$ cat src/rtl/vcu_pkg.sv
// Package for the vector clock unit: sizes, operation codes and the
// command struct shared by the controller and the datapath. No dependencies.
package vcu_pkg;

    // Number of thread slots and width of one logical clock counter.
    localparam int NUM_SLOTS  = 16;
    localparam int CLOCK_BITS = 32;

    // Fixed field widths of the transaction payloads.
    localparam int KIND_W  = 2;
    localparam int SLOT_W  = 4;
    localparam int VALUE_W = 32;

    // Bits needed to address one slot of the register file.
    localparam int SLOT_IDX_W = (NUM_SLOTS > 1) ? $clog2(NUM_SLOTS) : 1;

    typedef logic [CLOCK_BITS-1:0] t_clock;
    typedef logic [SLOT_IDX_W-1:0] t_slot_idx;

    typedef enum logic [KIND_W-1:0] {
        KIND_TICK    = 2'd0,
        KIND_READ    = 2'd1,
        KIND_MERGE   = 2'd2,
        KIND_COMPARE = 2'd3
    } t_kind;

    // Command from the controller to the datapath.
    typedef struct packed {
        logic load;    // accept the input transaction and update the result register
    } t_dp_cmd;

endpackage

$ cat src/rtl/vcu_in_if.sv
// Input channel of the vector clock unit: valid/ready handshake and the item payload.
// Depends on vcu_pkg for field widths.
interface vcu_in_if;
    logic                       valid;
    logic                       ready;
    logic [vcu_pkg::KIND_W-1:0]  kind;
    logic [vcu_pkg::SLOT_W-1:0]  thread_slot;
    logic [vcu_pkg::VALUE_W-1:0] other_value;
    logic                       last_element;

    modport source (output valid, kind, thread_slot, other_value, last_element,
                    input ready);
    modport sink   (input valid, kind, thread_slot, other_value, last_element,
                    output ready);
endinterface

$ cat src/rtl/vcu_out_if.sv
// Output channel of the vector clock unit: valid/ready handshake and the result payload.
// Depends on vcu_pkg for field widths.
interface vcu_out_if;
    logic                       valid;
    logic                       ready;
    logic [vcu_pkg::VALUE_W-1:0] slot_value;
    logic                       compare_done;
    logic                       happens_before;
    logic                       happens_after;
    logic                       saturated;

    modport source (output valid, slot_value, compare_done, happens_before,
                    happens_after, saturated, input ready);
    modport sink   (input valid, slot_value, compare_done, happens_before,
                    happens_after, saturated, output ready);
endinterface

$ cat src/rtl/vector_clock_unit_core.sv
// Top level of the vector clock unit: joins the controller and the datapath to the
// input and output channel interfaces. Depends on vcu_pkg, vcu_in_if, vcu_out_if.
//
// The unit keeps one logical clock counter per thread slot, all zero after reset,
// and handles one transaction per cycle: the accepted item reads, updates and
// writes back its slot in the cycle it is accepted, and the result lands in an
// output register that is presented on the next cycle. The slot counters live
// in a flip-flop register file, so the read-modify-write there sets the rate;
// nothing is stalled except by a full output register whose result is not
// taken. Tick adds one (saturating, with the saturated
// flag), read returns the slot, merge keeps the larger of slot and other_value, and
// compare folds one element of another clock into running flags and reports
// happens-before and happens-after on the element marked last. A compare run must
// send every slot once; slots the other clock lacks go in as zero. Tick, read and
// merge items inside a run leave the run's flags alone.
module vector_clock_unit_core (
    input  logic       i_clk,
    input  logic       i_rst_n,
    vcu_in_if.sink     i_item,
    vcu_out_if.source  o_result
);

    vcu_pkg::t_dp_cmd w_cmd;
    logic             w_in_ready;
    logic             w_out_valid;

    // Handshake control: own the output register occupancy and the load strobe.
    vcu_ctrl u_ctrl (
        .i_clk       (i_clk),
        .i_rst_n     (i_rst_n),
        .i_in_valid  (i_item.valid),
        .i_out_ready (o_result.ready),
        .o_in_ready  (w_in_ready),
        .o_out_valid (w_out_valid),
        .o_cmd       (w_cmd)
    );

    // Slot counters, compare flags and the result register.
    vcu_dp u_dp (
        .i_clk            (i_clk),
        .i_rst_n          (i_rst_n),
        .i_cmd            (w_cmd),
        .i_kind           (i_item.kind),
        .i_thread_slot    (i_item.thread_slot),
        .i_other_value    (i_item.other_value),
        .i_last_element   (i_item.last_element),
        .o_slot_value     (o_result.slot_value),
        .o_compare_done   (o_result.compare_done),
        .o_happens_before (o_result.happens_before),
        .o_happens_after  (o_result.happens_after),
        .o_saturated      (o_result.saturated)
    );

    assign i_item.ready   = w_in_ready;
    assign o_result.valid = w_out_valid;

endmodule

$ cat src/rtl/vcu_ctrl.sv
// Controller of the vector clock unit: tracks whether the result register holds
// an untaken transaction and issues the load command. Depends on vcu_pkg.
module vcu_ctrl (
    input  logic             i_clk,
    input  logic             i_rst_n,
    input  logic             i_in_valid,
    input  logic             i_out_ready,
    output logic             o_in_ready,
    output logic             o_out_valid,
    output vcu_pkg::t_dp_cmd o_cmd
);

    typedef enum logic {
        ST_EMPTY,
        ST_FULL
    } t_state;

    t_state r_state;
    t_state n_state;
    logic   r_out_valid;
    logic   n_out_valid;
    logic   w_load;

    // Take a new transaction when the result register is free or drains this cycle.
    assign o_in_ready = (r_state == ST_EMPTY) || i_out_ready;
    assign w_load     = i_in_valid && o_in_ready;

    always_comb begin
        n_state = r_state;
        unique case (r_state)
            ST_EMPTY: begin
                if (w_load) begin
                    n_state = ST_FULL;
                end
            end
            ST_FULL: begin
                if (i_out_ready && !w_load) begin
                    n_state = ST_EMPTY;
                end
            end
            default: n_state = ST_EMPTY;
        endcase
        n_out_valid = (n_state == ST_FULL);
    end

    always_ff @(posedge i_clk) begin
        if (!i_rst_n) begin
            r_state     <= ST_EMPTY;
            r_out_valid <= 1'b0;
        end else begin
            r_state     <= n_state;
            r_out_valid <= n_out_valid;
        end
    end

    assign o_out_valid = r_out_valid;
    assign o_cmd.load  = w_load;

    // A load never overwrites a result that is still waiting.
    a_no_overwrite: assert property (@(posedge i_clk) disable iff (!i_rst_n)
        o_cmd.load |-> (!r_out_valid || i_out_ready))
        else $error("load while result register still held");

    // A load always leaves a result to present next cycle.
    a_load_fills: assert property (@(posedge i_clk) disable iff (!i_rst_n)
        o_cmd.load |=> r_out_valid)
        else $error("result register empty after load");

    // The registered valid mirrors the state.
    a_valid_state: assert property (@(posedge i_clk) disable iff (!i_rst_n)
        r_out_valid == (r_state == ST_FULL))
        else $error("output valid out of step with state");

endmodule

$ cat src/rtl/vcu_dp.sv
// Datapath of the vector clock unit: slot counter register file, running compare
// flags and the result register. Depends on vcu_pkg.
module vcu_dp (
    input  logic                        i_clk,
    input  logic                        i_rst_n,
    input  vcu_pkg::t_dp_cmd            i_cmd,
    input  logic [vcu_pkg::KIND_W-1:0]  i_kind,
    input  logic [vcu_pkg::SLOT_W-1:0]  i_thread_slot,
    input  logic [vcu_pkg::VALUE_W-1:0] i_other_value,
    input  logic                        i_last_element,
    output logic [vcu_pkg::VALUE_W-1:0] o_slot_value,
    output logic                        o_compare_done,
    output logic                        o_happens_before,
    output logic                        o_happens_after,
    output logic                        o_saturated
);

    vcu_pkg::t_clock r_clocks [vcu_pkg::NUM_SLOTS];

    logic r_own_never_greater;
    logic r_own_somewhere_less;
    logic r_other_never_greater;
    logic r_other_somewhere_less;

    logic n_own_never_greater;
    logic n_own_somewhere_less;
    logic n_other_never_greater;
    logic n_other_somewhere_less;

    logic [vcu_pkg::VALUE_W-1:0] r_slot_value;
    logic                        r_compare_done;
    logic                        r_happens_before;
    logic                        r_happens_after;
    logic                        r_saturated;

    vcu_pkg::t_kind    w_kind;
    vcu_pkg::t_slot_idx w_idx;
    logic              w_in_range;
    vcu_pkg::t_clock   w_other;
    vcu_pkg::t_clock   w_own;
    vcu_pkg::t_clock   w_new;
    logic              w_wr;
    logic              w_own_gt;
    logic              w_own_lt;
    logic              w_done;
    logic              w_hb;
    logic              w_ha;
    logic              w_sat;
    logic              w_fold_ng;
    logic              w_fold_sl;
    logic              w_fold_ong;
    logic              w_fold_osl;

    assign w_kind     = vcu_pkg::t_kind'(i_kind);
    assign w_idx      = vcu_pkg::SLOT_IDX_W'(i_thread_slot);
    assign w_in_range = int'(i_thread_slot) < vcu_pkg::NUM_SLOTS;
    assign w_other    = vcu_pkg::CLOCK_BITS'(i_other_value);
    assign w_own      = w_in_range ? r_clocks[w_idx] : '0;
    assign w_own_gt   = w_own > w_other;
    assign w_own_lt   = w_own < w_other;

    // Running flags with this element folded in.
    assign w_fold_ng  = r_own_never_greater && !w_own_gt;
    assign w_fold_sl  = r_own_somewhere_less || w_own_lt;
    assign w_fold_ong = r_other_never_greater && !w_own_lt;
    assign w_fold_osl = r_other_somewhere_less || w_own_gt;

    always_comb begin
        w_new                  = w_own;
        w_wr                   = 1'b0;
        w_done                 = 1'b0;
        w_hb                   = 1'b0;
        w_ha                   = 1'b0;
        w_sat                  = 1'b0;
        n_own_never_greater    = r_own_never_greater;
        n_own_somewhere_less   = r_own_somewhere_less;
        n_other_never_greater  = r_other_never_greater;
        n_other_somewhere_less = r_other_somewhere_less;
        unique case (w_kind)
            vcu_pkg::KIND_TICK: begin
                if (w_in_range) begin
                    if (&w_own) begin
                        w_sat = 1'b1;
                    end else begin
                        w_new = w_own + 1'b1;
                        w_wr  = 1'b1;
                    end
                end
            end
            vcu_pkg::KIND_READ: begin
            end
            vcu_pkg::KIND_MERGE: begin
                if (w_in_range && (w_other > w_own)) begin
                    w_new = w_other;
                    w_wr  = 1'b1;
                end
            end
            vcu_pkg::KIND_COMPARE: begin
                if (i_last_element) begin
                    w_done                 = 1'b1;
                    w_hb                   = w_fold_ng && w_fold_sl;
                    w_ha                   = w_fold_ong && w_fold_osl;
                    n_own_never_greater    = 1'b1;
                    n_own_somewhere_less   = 1'b0;
                    n_other_never_greater  = 1'b1;
                    n_other_somewhere_less = 1'b0;
                end else begin
                    n_own_never_greater    = w_fold_ng;
                    n_own_somewhere_less   = w_fold_sl;
                    n_other_never_greater  = w_fold_ong;
                    n_other_somewhere_less = w_fold_osl;
                end
            end
            default: begin
            end
        endcase
    end

    always_ff @(posedge i_clk) begin
        if (!i_rst_n) begin
            for (int i = 0; i < vcu_pkg::NUM_SLOTS; i++) begin
                r_clocks[i] <= '0;
            end
            r_own_never_greater    <= 1'b1;
            r_own_somewhere_less   <= 1'b0;
            r_other_never_greater  <= 1'b1;
            r_other_somewhere_less <= 1'b0;
        end else if (i_cmd.load) begin
            if (w_wr) begin
                r_clocks[w_idx] <= w_new;
            end
            r_own_never_greater    <= n_own_never_greater;
            r_own_somewhere_less   <= n_own_somewhere_less;
            r_other_never_greater  <= n_other_never_greater;
            r_other_somewhere_less <= n_other_somewhere_less;
        end
    end

    always_ff @(posedge i_clk) begin
        if (i_cmd.load) begin
            r_slot_value     <= vcu_pkg::VALUE_W'(w_new);
            r_compare_done   <= w_done;
            r_happens_before <= w_hb;
            r_happens_after  <= w_ha;
            r_saturated      <= w_sat;
        end
    end

    assign o_slot_value     = r_slot_value;
    assign o_compare_done   = r_compare_done;
    assign o_happens_before = r_happens_before;
    assign o_happens_after  = r_happens_after;
    assign o_saturated      = r_saturated;

    // The end of a compare run leaves the running flags at their cleared values.
    a_flags_cleared: assert property (@(posedge i_clk) disable iff (!i_rst_n)
        (i_cmd.load && (w_kind == vcu_pkg::KIND_COMPARE) && i_last_element) |=>
        (r_own_never_greater && !r_own_somewhere_less &&
         r_other_never_greater && !r_other_somewhere_less))
        else $error("compare flags not cleared after last element");

    // A run cannot report both orders at once.
    a_order_excl: assert property (@(posedge i_clk) disable iff (!i_rst_n)
        i_cmd.load |=> !(r_happens_before && r_happens_after))
        else $error("happens-before and happens-after both set");

    // Non-compare items leave the running flags untouched.
    a_flags_hold: assert property (@(posedge i_clk) disable iff (!i_rst_n)
        (i_cmd.load && (w_kind != vcu_pkg::KIND_COMPARE)) |=>
        ($stable(r_own_never_greater) && $stable(r_own_somewhere_less) &&
         $stable(r_other_never_greater) && $stable(r_other_somewhere_less)))
        else $error("compare flags moved on a non-compare item");

endmodule
$ cat src/flat_wrapper.sv
// flat-port wrapper written by rule: the top's interface ports become plain ports
module vector_clock_unit_core_flat 
  (i_clk, i_rst_n, i_item_valid, i_item_kind, i_item_thread_slot, i_item_other_value, i_item_last_element, i_item_ready, o_result_valid, o_result_slot_value, o_result_compare_done, o_result_happens_before, o_result_happens_after, o_result_saturated, o_result_ready);
  vcu_in_if i_item_i ();
  vcu_out_if o_result_i ();
  input  logic i_clk;
  input  logic i_rst_n;
  input wire logic [$bits(i_item_i.valid)-1:0] i_item_valid;
  input wire logic [$bits(i_item_i.kind)-1:0] i_item_kind;
  input wire logic [$bits(i_item_i.thread_slot)-1:0] i_item_thread_slot;
  input wire logic [$bits(i_item_i.other_value)-1:0] i_item_other_value;
  input wire logic [$bits(i_item_i.last_element)-1:0] i_item_last_element;
  output wire logic [$bits(i_item_i.ready)-1:0] i_item_ready;
  output wire logic [$bits(o_result_i.valid)-1:0] o_result_valid;
  output wire logic [$bits(o_result_i.slot_value)-1:0] o_result_slot_value;
  output wire logic [$bits(o_result_i.compare_done)-1:0] o_result_compare_done;
  output wire logic [$bits(o_result_i.happens_before)-1:0] o_result_happens_before;
  output wire logic [$bits(o_result_i.happens_after)-1:0] o_result_happens_after;
  output wire logic [$bits(o_result_i.saturated)-1:0] o_result_saturated;
  input wire logic [$bits(o_result_i.ready)-1:0] o_result_ready;
  assign i_item_i.valid = i_item_valid;
  assign i_item_i.kind = i_item_kind;
  assign i_item_i.thread_slot = i_item_thread_slot;
  assign i_item_i.other_value = i_item_other_value;
  assign i_item_i.last_element = i_item_last_element;
  assign i_item_ready = i_item_i.ready;
  assign o_result_valid = o_result_i.valid;
  assign o_result_slot_value = o_result_i.slot_value;
  assign o_result_compare_done = o_result_i.compare_done;
  assign o_result_happens_before = o_result_i.happens_before;
  assign o_result_happens_after = o_result_i.happens_after;
  assign o_result_saturated = o_result_i.saturated;
  assign o_result_i.ready = o_result_ready;
  vector_clock_unit_core u_core (.i_clk(i_clk), .i_rst_n(i_rst_n), .i_item(i_item_i), .o_result(o_result_i));
endmodule
$ cat config.mk
export PLATFORM = sky130hd
export DESIGN_NAME = vector_clock_unit_core_flat
export DESIGN_NICKNAME = d
export VERILOG_FILES = /design/src/rtl/vcu_pkg.sv /design/src/rtl/vcu_in_if.sv /design/src/rtl/vcu_out_if.sv /design/src/rtl/vector_clock_unit_core.sv /design/src/rtl/vcu_ctrl.sv /design/src/rtl/vcu_dp.sv /design/src/flat_wrapper.sv
export SDC_FILE = /design/constraint.sdc
export NUM_CORES = 1
export LEC_CHECK = 0
export BUFFER_PORTS_ARGS = -buffer_cell sky130_fd_sc_hd__buf_2
export CORE_MARGIN = 2
export CORE_UTILIZATION = 60
export CTS_CLUSTER_SIZE = 30
export DETAILED_ROUTE_END_ITERATION = 12
export GPL_TIMING_DRIVEN = 0
export PLACE_DENSITY_LB_ADDON = 0.25
export SLEW_MARGIN = 20
export SYNTH_ARGS = -nofsm -noshare
export SYNTH_HDL_FRONTEND = slang
export SYNTH_SLANG_ARGS = --single-unit
$ cat constraint.sdc
create_clock -name i_clk -period 9.5 [get_ports i_clk]
set_input_delay 2.375 -clock i_clk [delete_from_list [all_inputs] [get_ports i_clk]]
set_output_delay 2.375 -clock i_clk [all_outputs]
set_load 0.01 [all_outputs]
==> results of run 1 <==
[logic make-up after synthesis]
group,count (synthesis),share of synthesized area [%]
AO/OA/AOI/OAI,189,6.19
buffers and inverters,223,4.33
AND/OR/NAND/NOR,791,12.7
flip-flops,553,63.2
adder cells (fa/ha/maj),33,1.58
multiplexers,142,11.9
XOR/XNOR,2,0.0669
[cell usage in the layout, fill, tap and decap left out, types with 11 or more instances in the layout]
cell       Yosys  routed
nand2_2        1      13
nand3_1       25      24
nor2_1       553     552
a22o_1        22      22
buf_4         13      13
mux4_2       131     131
clkinv_1       1      15
nand2_1      111      91
clkbuf_1      56      70
clkbuf_16      0      57
nand4_1       17      17
a22oi_1       14      14
o21ai_0       21      21
buf_6         11      11
edfxtp_1     548     548
ha_1          33      33
a21oi_1       26      26
nor3_1        20      20
buf_2         69     144
inv_1         60      60
[what timing repair did]
action,4_1_cts,5_1_grt
endpoints found under the setup margin,629,325
resized for setup,10,11
endpoints found under the hold margin,0,0
[worst max-delay path, cell delays in order]
cell	delay (ns)
buf_4	0.16
buf_4	0.27
buf_2	0.42
buf_4	0.40
buf_2	0.42
mux4_2	0.38
a22oi_1	0.21
nand2_1	0.30
inv_1	0.21
ha_1	0.23
nand2_1	0.09
o21ai_0	0.17
a21oi_1	0.09
a2111oi_2	0.62
a311o_1	0.18
clkbuf_1	0.48
nand2_2	0.31
clkbuf_2	0.39
a221oi_4	0.54
nand3_2	0.38
clkbuf_1	0.44
nand2_4	0.41
buf_16	0.23
[power by group through the flow]
stage          registers, W  logic, W  clock network [W]
6_report            0.00281  0.000752            0.00199
5_1_grt             0.00282  0.000796            0.00208
4_1_cts             0.00281  0.000734            0.00199
3_5_place_dp        0.00286  0.000729                  0
3_3_place_gp        0.00286  0.000701                  0
2_1_floorplan       0.00286  0.000454                  0
[synth_stat cells (all sizes together) (3+ instances only)]
cell type / number
a211oi: 12
o311a: 3
and2: 6
a311o: 4
o221ai: 3
and4: 3
o22ai: 3
o21ai: 22
o21a: 3
a2111oi: 4
buf: 103
or3: 5
dfxtp: 5
nor2: 554
and3: 8
clkbuf: 56
o221a: 4
nand4: 18
o211ai: 8
a21oi: 27
or4: 7
nand2: 112
or2: 4
mux4: 134
a22o: 22
nor2b: 5
nor3: 25
a22oi: 15
a311oi: 5
mux2i: 7
a221o: 3
ha: 33
nand3: 28
nor4: 11
edfxtp: 548
a221oi: 13
o211a: 4
o311ai: 4
inv: 63
a21o: 8
[worst paths after layout]
check / startpoint / slack [ns] / end / cells after the start
worst max-delay path: i_item_thread_slot[1] / 0.03 / u_core.u_dp.r_clocks[15][11] / 23
worst min-delay path: u_core.u_dp.r_own_never_greater / 0.48 / u_core.u_dp.r_own_never_greater / 2
worst max register to register: u_core.u_dp.r_clocks[11][9] / 2.60 / u_core.u_dp.r_clocks[15][11] / 17
worst min register to register: u_core.u_dp.r_own_never_greater / 0.48 / u_core.u_dp.r_own_never_greater / 2
[sequential cells by signal, indices dropped and copies added (netlist names)]
name	flops
u_core.u_dp.o_slot_value	32
u_core.u_dp.o_saturated	1
u_core.u_dp.r_other_never_greater	1
u_core.u_dp.r_other_somewhere_less	1
u_core.u_dp.r_own_never_greater	1
u_core.u_ctrl.o_out_valid	1
u_core.u_dp.r_clocks	512
u_core.u_dp.o_happens_after	1
u_core.u_dp.o_compare_done	1
u_core.u_dp.r_own_somewhere_less	1
u_core.u_dp.o_happens_before	1
[per-layer routing]
metal  vias up  GRT usage (%)
met4         0           15.7
met5         -              0
li1       7480              -
met3       217           7.75
met2      1365           57.4
met1      9069           52.3
[layout make-up]
type / count / area [sq um]
tap: 585 / 732
timing repair buffer: 89 / 671
clock inverter: 23 / 110
fill: 3039 / 13700
inverter: 64 / 240
buffer: 159 / 896
multi-input combinational: 1157 / 8650
clock buffer: 74 / 1490
sequential: 553 / 16600
[stage by stage]
| step | area, sq um | setup WS [ns] | power [W] | std cells | TNS [ns] |
|---|---|---|---|---|---|
| 2_1_floorplan | 26200 | 1.61 | 0.00332 | 1933 | 0 |
| 3_3_place_gp | 27300 | -2.73 | 0.00356 | 2593 | -1279.05 |
| 3_5_place_dp | 27600 | -1.82 | 0.00359 | 2605 | -812.88 |
| 4_1_cts | 29300 | -0.00516 | 0.00554 | 2702 | -0.0176 |
| 5_1_grt | 29300 | 0.00332 | 0.00569 | 2704 | 0 |
| 6_report | 29300 | 0.0271 | 0.00555 | 2704 | 0 |
==> metrics, run 1 <==
worst setup skew after layout=0.0182 ns; via density per instance=about 6.7; part of the total power dissipated in the clock network=35.9%; Top-Level Pins=81; sinks on the clock net=553; area share of the largest cell type after synthesis=62.9%; final routed DRC violation total=0; max-slew violation count=0; maximum number of pins on one net before global-route repair=39; net count after synthesis=approximately 2000; H-tree depth reported by CTS=2; M1 WL=30.6 mm; DR top layer=met4; critical path endpoint category=flop; diode insertion count for antenna repair=0; area of the core=~43000 sq um; initial drt markers=2821; post-route antenna net violation count=0; clock tree from TritonCTS=yes; register share of total power=50.6%; data required time at the worst endpoint=~10 ns; Tightest Pin Transition=1.08 ns; CTS Buffer Depth=3; leading area contributor after synthesis=edfxtp_1; setup repair after global routing missed its margin=no; switching part of the total=between 20% and 30%; setup repair bufs after CTS=0; Post-synth EDFFs=548; Internal Dissipation=0.00412 W; total wire length=81.9 mm; Util after Layout=68.1%; cell area after technology mapping=26200 sq um; run status=finished, final reports clean; routed len/inst=30.3 microns; post-synth cell types=90; part of the Yosys area used for sequential elements=63.2%; share of power burned in combinational logic=13.5%; count of hold buffers inserted by post-cts repair=0; critical-path maximum fanout=18; Hold WC Path Type=reg2reg; startpoint class of the critical path=input port; floorplan die area=about 45000 sq um; commonest register cell after synthesis=edfxtp_1; achievable frequency=106 MHz; number of clock buffers inserted by TritonCTS=55; max_cap viols=0; peak supply drop=0.000167 V; area overhead of the layout relative to synthesis=12.1%; final hold viol count=0; height of the chip=around 210 microns; final worst-path cycle share=99.7%; Remaining Overflow, GRT=0; main area contributors after synthesis=edfxtp_1, mux4_2, nor2_1; Period minus WS final=9.47 ns; number of instances in the synthesized netlist=1933; WL met2=37.3 mm; cell leakage power=10.7 nW; proportion of layout cells with a drive suffix above 1=22.0%; first-pass GRT wire length=118 mm; PortBufs=75; Synth async-reset ratio=0%; net switching power=between 0.001 and 0.0015 W; Syn Area/Cell=around 14 sq um; Worst-Skew Late Latency=a little over 0.6 ns; routability-driven placement congestion ratio=1.01; worst relative slew slack=27.9%; clock-pin slew on the worst setup and hold paths=0.06 ns; power per unit of standard cell area=189 nW/um^2; vias in the first global route=17900; final hold slack=approximately 0.48 ns; number of failing setup endpoints in the final timing report=0; Final nets=2155; router iterations before antenna repair=6; #FFs+latches synth=553; die width=213 microns; DPL Wire Length=approximately 56 mm; Warnings, synthesis=0; endpoint arrival time on the critical path=9.78 ns; start-to-end type of the worst setup path=in2reg; met3 routed wirelength=approximately 10 mm; antenna violations before repair=0; buffer cell driving the clock tree root=clkbuf_16; Row Count=76; total via count in the routed design=18100; initial core utilization=60.8%; total global routing track utilization=a little under two fifths
Power figures use the tool's default switching activity.
==> run 2, diff against run 1 <==
--- a/config.mk
+++ b/config.mk
@@ -6,8 +6,10 @@
 export NUM_CORES = 1
 export LEC_CHECK = 0
 export BUFFER_PORTS_ARGS = -buffer_cell sky130_fd_sc_hd__buf_2
+export CELL_PAD_IN_SITES_DETAIL_PLACEMENT = 1
+export CELL_PAD_IN_SITES_GLOBAL_PLACEMENT = 1
 export CORE_MARGIN = 2
-export CORE_UTILIZATION = 60
+export CORE_UTILIZATION = 52
 export CTS_CLUSTER_SIZE = 30
 export DETAILED_ROUTE_END_ITERATION = 12
 export GPL_TIMING_DRIVEN = 0
==> run 2 against run 1 <==
  * Final cell count up 3.1%
  * Sequential power about the same
  * Largest cell class unchanged
  * First-iteration DRC count down 20%
  * Highest routed layer unchanged
  * Sequential share of layout area down 0.26 points
  * Largest power group unchanged
==> metrics, run 2 (same netlist as run 1, synthesis figures left out) <==
switching part of the total=26.5% (+0.66 points); initial core utilization=52.4% (-8.4 points); height of the chip=228 microns (+7.3%); endpoint arrival time on the critical path=9.64 ns (-0.14 ns); placed insts=2692 (+3.3%); register with the highest flop count=u_core.u_dp.r_clocks; diode insertion count for antenna repair=0 (unchanged); achievable frequency=107 MHz (+1.5%); critical path endpoint category=flop; final routed DRC violation total=0 (unchanged); via density per instance=6.55 (-2.3%); buffer cell driving the clock tree root=clkbuf_16; number of fillers in the final layout=4881 (+61%); area of the core=50000 sq um (+16%); first-pass GRT wire length=132 mm (+11%); post-route antenna net violation count=0 (unchanged); area overhead of the layout relative to synthesis=12.6%; total global routing track utilization=35.1% (-2.1 points); run status=finished, final reports clean; critical-path maximum fanout=18 (unchanged); antenna violations before repair=2 (+2); CTS Buffer Depth=3 (unchanged); power per unit of standard cell area=192 nW/um^2 (+1.7%); clock tree from TritonCTS=yes; max_cap viols=0 (unchanged); share of power burned in combinational logic=13.6% (about the same); start-to-end type of the worst setup path=in2reg; Hold WC Path Type=reg2reg; die width=228 microns (+7.3%); initial drt markers=2249 (-20%); post-route insts no fill=2788 (+3.1%); total via count in the routed design=18300 (+0.77%); max-slew violation count=0 (unchanged); sinks on the clock net=553 (unchanged); number of failing setup endpoints in the final timing report=0 (unchanged); setup repair after global routing missed its margin=no; Period minus WS final=9.33 ns (-0.143 ns); Final nets=2157 (+0.093%); number of clock buffers inserted by TritonCTS=57 (+3.6%); part of the total power dissipated in the clock network=36.8% (+0.9 points); cell leakage power=10.7 nW (+0.12%); Row Count=82 (+7.9%); count of hold buffers inserted by post-cts repair=0 (unchanged); clock-pin slew on the worst setup and hold paths=0.06 ns (about the same); most used cells in the layout excluding fill and tap cells=nor2_1, edfxtp_1, buf_2; Tightest Pin Transition=1.06 ns (-0.0220 ns); commonest non-fill, non-tap cell in the layout=nor2_1; router iterations before antenna repair=5 (-1); total wire length=91.0 mm (+11%); routability-driven placement congestion ratio=0.964 (-4.4%); worst setup skew after layout=0.0267 ns (+0.00850 ns); Top-Level Pins=81 (unchanged); Internal Dissipation=0.00417 W (+1.3%); final worst-path cycle share=98.2% (-1.5 points); register share of total power=49.6% (-1.0 points); proportion of layout cells with a drive suffix above 1=22.2% (+0.13 points); vias in the first global route=19100 (+6.7%); routed len/inst=32.6 microns (+7.7%); floorplan die area=52200 sq um (+15%); Util after Layout=59.0% (-9.1 points); Remaining Overflow, GRT=0 (unchanged); H-tree depth reported by CTS=2 (unchanged); PortBufs=75 (unchanged); flip-flop count of the largest register, all copies and words added=512 (unchanged); Worst-Skew Late Latency=0.63 ns (+0.02 ns); net switching power=0.00151 W (+4.8%); startpoint class of the critical path=input port; peak supply drop=0.000165 V (-0.79%); worst relative slew slack=28.2% (+0.35 points); DPL Wire Length=63.2 mm (+13%); maximum number of pins on one net before global-route repair=33 (-15%); data required time at the worst endpoint=9.81 ns (about the same); final hold viol count=0 (unchanged)
-- run 2: cell count changes in the layout (fill, tap and decap cells not counted), sizes merged --
cell | previous run | this run
buf | 190 | 192
clkbuf | 132 | 127
clkinv | 21 | 19
bufinv | 0 | 2
-- run 2: timing repair --
item,in CTS,in global routing
endpoints found under the setup margin,591,305
buffers inserted,0,0
resized for setup,14,3
-- run 2: power groups by stage --
stage	combinational (W)	sequential, W	clock (W)
finish	0.000769	0.00281	0.00209
global route	0.000813	0.00282	0.00216
CTS	0.000755	0.00281	0.00209
detailed placement	0.000747	0.00287	0
global placement	0.000711	0.00286	0
floorplan	0.000454	0.00286	0
-- run 2: layout make-up --
cell class                 instances  area, sq um  share of cell area (%)
multi-input combinational       1157         8660                    29.4
tap                              672          841                    2.85
clock inverter                    23          163                   0.552
inverter                          64          240                   0.815
buffer                           159          897                    3.04
clock buffer                      71         1480                    5.02
sequential                       553        16600                    56.2
timing repair buffer              89          648                    2.20
-- run 2: worst paths after layout --
path                                      start  slack (ns)  cells after the start                            endpoint
max                       i_item_thread_slot[1]        0.17                     23        u_core.u_dp.r_clocks[14][31]
min          u_core.u_dp.r_other_somewhere_less        0.47                      1  u_core.u_dp.r_other_somewhere_less
max reg2reg         u_core.u_dp.r_clocks[8][10]        2.84                     17        u_core.u_dp.r_clocks[14][31]
min reg2reg  u_core.u_dp.r_other_somewhere_less        0.47                      1  u_core.u_dp.r_other_somewhere_less
-- run 2: through the flow --
stage	area [sq um]	worst slack, ns	hold slack (ns)	total power (W)	TNS (ns)
CTS	29500	0.252	0.475	0.00566	0
global route	29500	0.00198	0.502	0.00580	0
finish	29500	0.170	0.471	0.00567	0
detailed placement	27700	-1.85	0.461	0.00361	-800.73
floorplan	26200	1.61	0.440	0.00332	0
global placement	27400	-3.19	0.449	0.00357	-1716.85
-- run 2: critical path: stages --
cell and delay (ns):
buf_4 0.17, buf_4 0.27, buf_2 0.47, buf_4 0.42, buf_2 0.47, mux4_2 0.40, a22oi_1 0.20, nand2_1 0.28
inv_1 0.21, ha_1 0.22, nand2_1 0.10, o21ai_0 0.21, a21oi_1 0.11, a2111oi_4 0.51, a311o_1 0.18, clkbuf_2 0.29
nand2_2 0.26, clkbuf_2 0.39, a221oi_2 0.50, nand3_1 0.39, buf_2 0.37, nand2_2 0.48, buf_12 0.26
-- run 2: per-layer routing --
layer  track usage [%]  vias up  part of all wire (%)
li1                  -     7476                     -
met1              47.6     9533                    39
met2              57.2     1042                    48
met3              5.88      219                   8.6
met4              13.9        0                   4.3
met5                 0        -                     0
